==> src/rtl/ild_pkg.sv <==
// ---------------------------------------------------------------------------
// Indexed list package
// Field widths, request modes, status codes and transfer structs.
// ---------------------------------------------------------------------------
package ild_pkg;

  localparam int MODE_W = 2;
  localparam int POS_W  = 7;
  localparam int VAL_W  = 32;
  localparam int LEN_W  = 7;
  localparam int ST_W   = 2;

  // Request modes
  localparam logic [MODE_W-1:0] MODE_APPEND = 2'd0;
  localparam logic [MODE_W-1:0] MODE_INSERT = 2'd1;
  localparam logic [MODE_W-1:0] MODE_READ   = 2'd2;
  localparam logic [MODE_W-1:0] MODE_DELETE = 2'd3;

  // Status codes
  localparam logic [ST_W-1:0] ST_OK    = 2'd0;
  localparam logic [ST_W-1:0] ST_RANGE = 2'd1;
  localparam logic [ST_W-1:0] ST_FULL  = 2'd2;

  typedef struct packed {
    logic [MODE_W-1:0] mode;
    logic [POS_W-1:0]  position;
    logic [VAL_W-1:0]  item_value;
  } req_t;

  typedef struct packed {
    logic [VAL_W-1:0] read_value;
    logic [LEN_W-1:0] list_length;
    logic [ST_W-1:0]  status;
  } rsp_t;

endpackage

==> src/rtl/indexed_list_insert_delete.sv <==
// ---------------------------------------------------------------------------
// Indexed list with insert and delete
// Ordered list of up to CAPACITY words in a single-port memory, with a
// length count; append, insert, read and delete requests.
// ---------------------------------------------------------------------------
//  channel   handshake          payload   notes
//  request   start, busy        req       taken when start && !busy
//  result    done               rsp       one-cycle strobe, no backpressure
//
//  Insert and delete shift the entries behind the position one slot at a time;
//  the memory moves each entry with a read (S_SHIFT_RD) then a write
//  (S_SHIFT_WR), and insert then writes the new item (S_PUT). Read waits in
//  S_RD_WAIT for the registered memory data. busy stays high until the cycle
//  after done, so a new request is taken only after the result.
//  Reset (rst, synchronous) empties the list; memory contents are not cleared.
//  done is not stalled by the receiver.
// ---------------------------------------------------------------------------
module indexed_list_insert_delete
  import ild_pkg::*;
#(
  parameter int CAPACITY   = 64,
  parameter int VALUE_BITS = 32
) (
  input  logic clk,
  input  logic rst,
  input  logic start,
  output logic busy,
  input  req_t req,
  output logic done,
  output rsp_t rsp
);

  localparam int ADDR_W  = $clog2(CAPACITY);
  localparam int CNT_W   = $clog2(CAPACITY + 1);
  localparam int CMP_W   = (CNT_W > POS_W) ? CNT_W : POS_W;
  localparam int IN_BITS = (VALUE_BITS < VAL_W) ? VALUE_BITS : VAL_W;

  typedef enum logic [6:0] {
    S_IDLE     = 7'b0000001,
    S_EVAL     = 7'b0000010,
    S_SHIFT_RD = 7'b0000100,
    S_SHIFT_WR = 7'b0001000,
    S_PUT      = 7'b0010000,
    S_RD_WAIT  = 7'b0100000,
    S_RESP     = 7'b1000000
  } state_t;

  state_t state, state_next;
  logic [CNT_W-1:0] count, count_next;
  logic [CNT_W-1:0] cursor, cursor_next;
  req_t req_q, req_q_next;
  logic [VAL_W-1:0] result_value, result_value_next;
  logic [ST_W-1:0] result_status, result_status_next;

  // Memory and its port controls
  logic [VALUE_BITS-1:0] mem [CAPACITY];
  logic [VALUE_BITS-1:0] rdata;
  logic [VALUE_BITS-1:0] wr_data;
  logic [ADDR_W-1:0] wr_addr, rd_addr;
  logic wr_en, rd_en;

  // Shared pointer arithmetic
  logic [CNT_W-1:0] cursor_m1, cursor_p1;
  logic [CMP_W-1:0] pos_ext, count_ext, count_m1_ext, cursor_m1_ext, cursor_p1_ext;
  logic [ADDR_W-1:0] pos_addr;
  logic is_insert, count_full;
  logic [VALUE_BITS-1:0] val_in;
  logic [VAL_W-1:0] rd_out;

  assign cursor_m1     = CNT_W'(cursor - 1'b1);
  assign cursor_p1     = CNT_W'(cursor + 1'b1);
  assign pos_ext       = CMP_W'(req_q.position);
  assign count_ext     = CMP_W'(count);
  assign count_m1_ext  = CMP_W'(count_ext - 1'b1);
  assign cursor_m1_ext = CMP_W'(cursor_m1);
  assign cursor_p1_ext = CMP_W'(cursor_p1);
  assign pos_addr      = pos_ext[ADDR_W-1:0];
  assign is_insert     = (req_q.mode == MODE_INSERT);
  assign count_full    = (count_ext >= CMP_W'(CAPACITY));

  // Fit the request value to the stored width and the stored word to the port
  always_comb begin
    val_in = '0;
    rd_out = '0;
    for (int k = 0; k < IN_BITS; k++) begin
      val_in[k] = req_q.item_value[k];
      rd_out[k] = rdata[k];
    end
  end

  // Sequencer
  always_comb begin
    state_next         = state;
    count_next         = count;
    cursor_next        = cursor;
    req_q_next         = req_q;
    result_value_next  = result_value;
    result_status_next = result_status;
    wr_en              = 1'b0;
    wr_addr            = cursor[ADDR_W-1:0];
    wr_data            = rdata;
    rd_en              = 1'b0;
    rd_addr            = cursor_m1[ADDR_W-1:0];
    case (state)
      S_IDLE: begin
        if (start) begin
          req_q_next = req;
          state_next = S_EVAL;
        end
      end
      S_EVAL: begin
        result_value_next  = '0;
        result_status_next = ST_OK;
        state_next         = S_RESP;
        case (req_q.mode)
          MODE_APPEND: begin
            if (count_full) begin
              result_status_next = ST_FULL;
            end else begin
              wr_en      = 1'b1;
              wr_addr    = count[ADDR_W-1:0];
              wr_data    = val_in;
              count_next = CNT_W'(count + 1'b1);
            end
          end
          MODE_INSERT: begin
            if (pos_ext > count_ext) begin
              result_status_next = ST_RANGE;
            end else if (count_full) begin
              result_status_next = ST_FULL;
            end else begin
              cursor_next = count;
              state_next  = (count_ext > pos_ext) ? S_SHIFT_RD : S_PUT;
            end
          end
          MODE_READ: begin
            if (pos_ext >= count_ext) begin
              result_status_next = ST_RANGE;
            end else begin
              rd_en      = 1'b1;
              rd_addr    = pos_addr;
              state_next = S_RD_WAIT;
            end
          end
          default: begin
            // delete
            if (pos_ext >= count_ext) begin
              result_status_next = ST_RANGE;
            end else begin
              cursor_next = pos_ext[CNT_W-1:0];
              if (pos_ext < count_m1_ext) begin
                state_next = S_SHIFT_RD;
              end else begin
                count_next = CNT_W'(count - 1'b1);
              end
            end
          end
        endcase
      end
      S_SHIFT_RD: begin
        // fetch the neighbor that moves into the cursor slot
        rd_en      = 1'b1;
        rd_addr    = is_insert ? cursor_m1[ADDR_W-1:0] : cursor_p1[ADDR_W-1:0];
        state_next = S_SHIFT_WR;
      end
      S_SHIFT_WR: begin
        wr_en   = 1'b1;
        wr_addr = cursor[ADDR_W-1:0];
        wr_data = rdata;
        if (is_insert) begin
          cursor_next = cursor_m1;
          state_next  = (cursor_m1_ext > pos_ext) ? S_SHIFT_RD : S_PUT;
        end else begin
          cursor_next = cursor_p1;
          if (cursor_p1_ext < count_m1_ext) begin
            state_next = S_SHIFT_RD;
          end else begin
            count_next = CNT_W'(count - 1'b1);
            state_next = S_RESP;
          end
        end
      end
      S_PUT: begin
        wr_en      = 1'b1;
        wr_addr    = pos_addr;
        wr_data    = val_in;
        count_next = CNT_W'(count + 1'b1);
        state_next = S_RESP;
      end
      S_RD_WAIT: begin
        result_value_next = rd_out;
        state_next        = S_RESP;
      end
      S_RESP: begin
        state_next = S_IDLE;
      end
      default: begin
        state_next = S_IDLE;
      end
    endcase
  end

  // Control registers
  always_ff @(posedge clk) begin
    if (rst) begin
      state <= S_IDLE;
      count <= '0;
    end else begin
      state <= state_next;
      count <= count_next;
    end
  end

  // Payload registers
  always_ff @(posedge clk) begin
    cursor        <= cursor_next;
    req_q         <= req_q_next;
    result_value  <= result_value_next;
    result_status <= result_status_next;
  end

  // Single-port list memory with registered read
  always_ff @(posedge clk) begin
    if (wr_en) begin
      mem[wr_addr] <= wr_data;
    end
    if (rd_en) begin
      rdata <= mem[rd_addr];
    end
  end

  // Drive the ports
  assign busy             = (state != S_IDLE);
  assign done             = (state == S_RESP);
  assign rsp.read_value   = result_value;
  assign rsp.list_length  = LEN_W'(count);
  assign rsp.status       = result_status;

endmodule

==> config.mk <==
export PLATFORM = sky130hd
export DESIGN_NAME = indexed_list_insert_delete
export DESIGN_NICKNAME = d
export VERILOG_FILES = /design/src/rtl/ild_pkg.sv /design/src/rtl/indexed_list_insert_delete.sv
export SDC_FILE = /design/constraint.sdc
export NUM_CORES = 2
export LEC_CHECK = 0
export BUFFER_PORTS_ARGS = -buffer_cell sky130_fd_sc_hd__buf_4
export CORE_MARGIN = 5
export CORE_UTILIZATION = 35
export DETAILED_ROUTE_END_ITERATION = 16
export PLACE_DENSITY_LB_ADDON = 0.2
export SYNTH_ARGS = -nofsm -noshare
export SYNTH_HDL_FRONTEND = slang
export SYNTH_SLANG_ARGS = --single-unit
export TNS_END_PERCENT = 10
==> constraint.sdc <==
create_clock -name clk -period 5.1 [get_ports clk]
set_input_delay 0.765 -clock clk [delete_from_list [all_inputs] [get_ports clk]]
set_output_delay 0.765 -clock clk [all_outputs]
set_load 0.03 [all_outputs]
==> flow_results.org <==
** Run status
- The flow ran to the end, and the final reports show no timing, DRC or antenna violations.

** Setup path
- In this run the worst path has a maximum fanout of 31.
- On the worst path, the slowest cell contributes a delay of 0.74 ns.
- The signal on the critical path passes through inv_1 > ha_1 > a21o_1 > a221o_2 > buf_4 > nor2_1 > a211o_1 > a211o_4 > buf_12 > or3_1 > buf_4 > a21oi_1 > nor4_1 > and4_1.
- Top cell by count, worst path :: buf_4
- Crit path arrival time :: 5.72 ns
- In this run the critical register-to-register path is captured at rd_out[25]$_DFFE_PP_.
- For flop-to-flop paths, the worst setup slack is 0.11 ns.
- Launching element type of the critical path :: flop
- Measured in cells, the most critical reg-to-reg path has a length of 14.
- For the worst setup path, the data required time is 5.82 ns.
- STA classifies the critical path endpoint as a flop.
- Master of the slowest instance on the critical path :: nor4_1
- The critical path is of the flop to flop type.
- The worst register-to-register path begins at count[3]$_SDFFE_PP0P_.

** Clock tree
- Maximum number of buffers from clock root to sink :: 3
- Total clock buffers created by CTS :: 222
- TritonCTS sink count :: 2176
- TritonCTS built the clock tree.
- Clock network latency to the later pin of the worst-skew pair :: 0.88 ns
- H-tree depth :: 4
- Clk Tree Root Cell :: clkbuf_16
- After clock tree synthesis, the clock-pin slew on the worst setup and hold paths is 0.06 ns.

** Min path
- The path class of the tightest hold or removal check is primary input to flop.
- Counting instances, the worst hold path has a depth of 1.
- In this run the most critical hold path is launched from req[35].
- End of the worst hold path :: pos_ext[3]$_DFFE_PP_

** Layout
- The post-route netlist has 14.2% of its cells at a drive strength greater than 1.
- Area occupied by multi-input gates :: 22500 um2
- Compared with the post-synthesis result, the final layout area differs by 16.6%.
- Final #Nets :: 6982
- After filler insertion, the fill cell instance count of the layout stands at 23400.
- Across the whole layout, storage elements account for 65200 um2.
- Most frequent cells in the layout :: edfxtp_1 (2162), nand2_1 (1133), nand3_1 (834)
- With fillers left out, the area of the finished cells amounts to 104000 um2.
- Final Instance Count excl. Fillers :: 10500
- Core Util, Final :: 41.0%
- The library cell used most frequently in the layout, excluding fill and tap cells, is edfxtp_1.

** Yosys
- The netlist uses 91 different library cells.
- The synthesized design contains 2176 register bits.
- After synthesis the cells add up to 89400 um2.
- Top cells by area, synth :: edfxtp_1 (73%), nand2_1 (4.9%), nand3_1 (4.7%)
- Mapped Nets :: 6795
- A synthesized cell averages 13.3 um2.
- In this run, synthesis inferred 2162 flip-flops with an integrated enable.
- Portion of synthesized cell area occupied by the leading cell type :: 72.6%
- Summing the sequential cell areas from Yosys gives 72.9% of the chip area.
- Yosys printed 0 warnings.
- In the synthesized netlist the dominant register cell turns out to be edfxtp_1.
- Synthesis produced 6716 cells.
- Counting flops with an async set or reset pin after synthesis yields a share of 0%.
- The synthesized design spends more area on one cell type than any other, namely edfxtp_1.

** Power and ir drop
- In this run the static leakage power is 34.7 nW.
- Dividing total power by cell area gives a power density of 359 nW/um2.
- Peak supply drop :: 0.000366 V

** Detailed routing
- Vias per cell :: 5.77
- The first detailed-routing pass ran for 5 iterations.
- Summing over every cut layer, the via total after detailed routing is 60300.
- In the final routed layout, each cell accounts on average for 28.8 um.
- Final wirelength :: 302 mm
- Number of remaining DRC errors :: 0
- Remaining number of nets flagged by the antenna check after routing :: 0
- Number of DRC markers in iteration 0 :: 7311

** Global route
- Wire length of the first global-routing pass :: 432 mm
- Global routing used 22.2% of the available tracks across all layers.
- Initial antenna violation count :: 11
- GR Overflow Total :: 0
- Entering global routing, the biggest net connects 122 pins.
- The number of global-route vias before repair is 57800.

** Placed design
- IO Port Bufs :: 86
- Routability-driven placement finished with a final weighted congestion of 0.844.
- After detailed placement, the total cell area comes to 96800 um2.
- Timing analysis after detailed placement gives a worst setup slack of -0.119 ns.
- Final HPWL DP :: 175 mm
- Cell count after placement :: 10000

** Timing
- The worst pin sits at a relative slew slack of 29.8%.
- Clock period minus worst slack :: 4.99 ns
- Setup violations remaining at the end of the flow were counted as 0.
- After layout, the worst setup slack is 0.107 ns.
- Setup repair after global routing left no endpoint under its margin.
- The number of endpoints with negative hold slack in the final report is 0.
- Worst Max-Slew Pin Slew :: 1.05 ns
- Maximum achievable frequency :: 200 MHz
- Share of the clock period used by the worst path :: 97.9%
- Worst Skew :: 0.0336 ns
- Final slew viol count :: 0

** Floorplan
- Die X :: 516 um
- The die covers 266000 um2.
- Floorplan die height :: 516 um
- The floorplan step defined a core boundary enclosing 254000 um2.
- For this configuration, the core starts out at a cell density of 35.2%.
- Row count :: 185
- 87 I/O pins were placed.

** Job
- Across the run, the number of max-cap violations was 0.
==> flip-flops by register name (all words and copies together), names as in the netlist <==
signal         flops
val_in            32
mem             2048
rd_out            32
state              7
result_value      32
count              7
pos_ext            7
cursor             7
result_status      2
req_q              2
==> cell families after synthesis <==
kind of cell	share of synthesized area, %
XOR/XNOR	0.166
AND/OR/NAND/NOR	14.0
multiplexers	0.215
buffers and inverters	2.82
flip-flops	72.9
adder cells (fa/ha/maj)	0.490
AO/OA/AOI/OAI	9.36
==> what timing repair did <==
item | CTS | global route
setup buffers | 0 | 0
hold buffers | 18 | 0
hold endpoints to repair | 18 | 0
resized for setup | 2 | 8
endpoints found under the setup margin | 2 | 17
==> power by group <==
part / switching, W / internal (W) / total [W]
sequential: 0.0000201 / 0.0195 / 0.0195
clock: 0.00709 / 0.00915 / 0.0162
combinational: 0.00112 / 0.000516 / 0.00164
total: 0.00823 / 0.0292 / 0.0374
==> layer usage <==
| layer | vias up | track usage [%] | share of wire, % |
|---|---|---|---|
| met5 | - | 0 | 0 |
| met4 | 0 | 6.61 | 2.9 |
| met3 | 447 | 3.47 | 7.8 |
| met2 | 2773 | 35.3 | 47 |
| met1 | 31000 | 31.4 | 43 |
| li1 | 26100 | - | - |
==> worst max path at each step <==
stage	from	to	slack, ns	cells after the start
2_1_floorplan	state[3]$_SDFFE_PP0P_	mem[42][0]$_DFFE_PP_	0.91	10
3_3_place_gp	pos_ext[2]$_DFFE_PP_	rd_out[4]$_DFFE_PP_	-0.06	12
3_5_place_dp	count[3]$_SDFFE_PP0P_	rd_out[4]$_DFFE_PP_	-0.12	14
4_1_cts	count[3]$_SDFFE_PP0P_	rd_out[14]$_DFFE_PP_	0.02	13
5_1_grt	count[3]$_SDFFE_PP0P_	rd_out[25]$_DFFE_PP_	0.001	13
6_report	count[3]$_SDFFE_PP0P_	rd_out[25]$_DFFE_PP_	0.11	14
==> cells in the mapped netlist, drive strengths merged, types with 6 or more instances <==
cell type	count
and3	273
edfxtp	2162
ha	35
and4	24
nor2	114
a31oi	101
nor3	12
or2	9
a2111oi	65
nand3	836
o21a	41
a221oi	73
mux2i	8
a21o	15
a21oi	250
o32a	6
xor2	6
clkbuf	273
and2	41
o21ai	286
or3	11
nor2b	8
xnor2	11
dfxtp	14
or4	28
nand2	1168
nand4	39
nand2b	6
a22oi	6
buf	266
a211o	13
a221o	37
a31o	49
a211oi	224
o32ai	7
o22ai	37
inv	27
nor4	70
==> through the flow <==
stage / total power, W / TNS [ns] / hold slack [ns]
after CTS: 0.0376 / 0 / 0.00109
after global routing: 0.0385 / 0 / 0.0285
after detailed placement: 0.0215 / -0.119 / 0.548
final: 0.0374 / 0 / 0.0684
after global placement: 0.0215 / -0.0609 / 0.541
after floorplan: 0.0208 / 0 / 0.524
==> final cells by class <==
cell class | instances | share of cell area (%)
flip-flops and latches | 2176 | 62.5
multi-input cells | 3973 | 21.6
clock inverters | 138 | 1.32
diodes | 5 | 0.0120
well taps | 3366 | 4.04
clock buffers | 275 | 5.56
inverters | 28 | 0.101
repair buffers | 502 | 4.85
==> worst max-delay path, delay by kind of cell (launching register included) <==
kind,cells,cell delay (ns)
simple gates,4,1.42
fa+ha+maj,1,0.23
compound gates,5,1.41
flops,1,0.48
buf+inv,4,1.22
(Power assumes the default switching activity.)
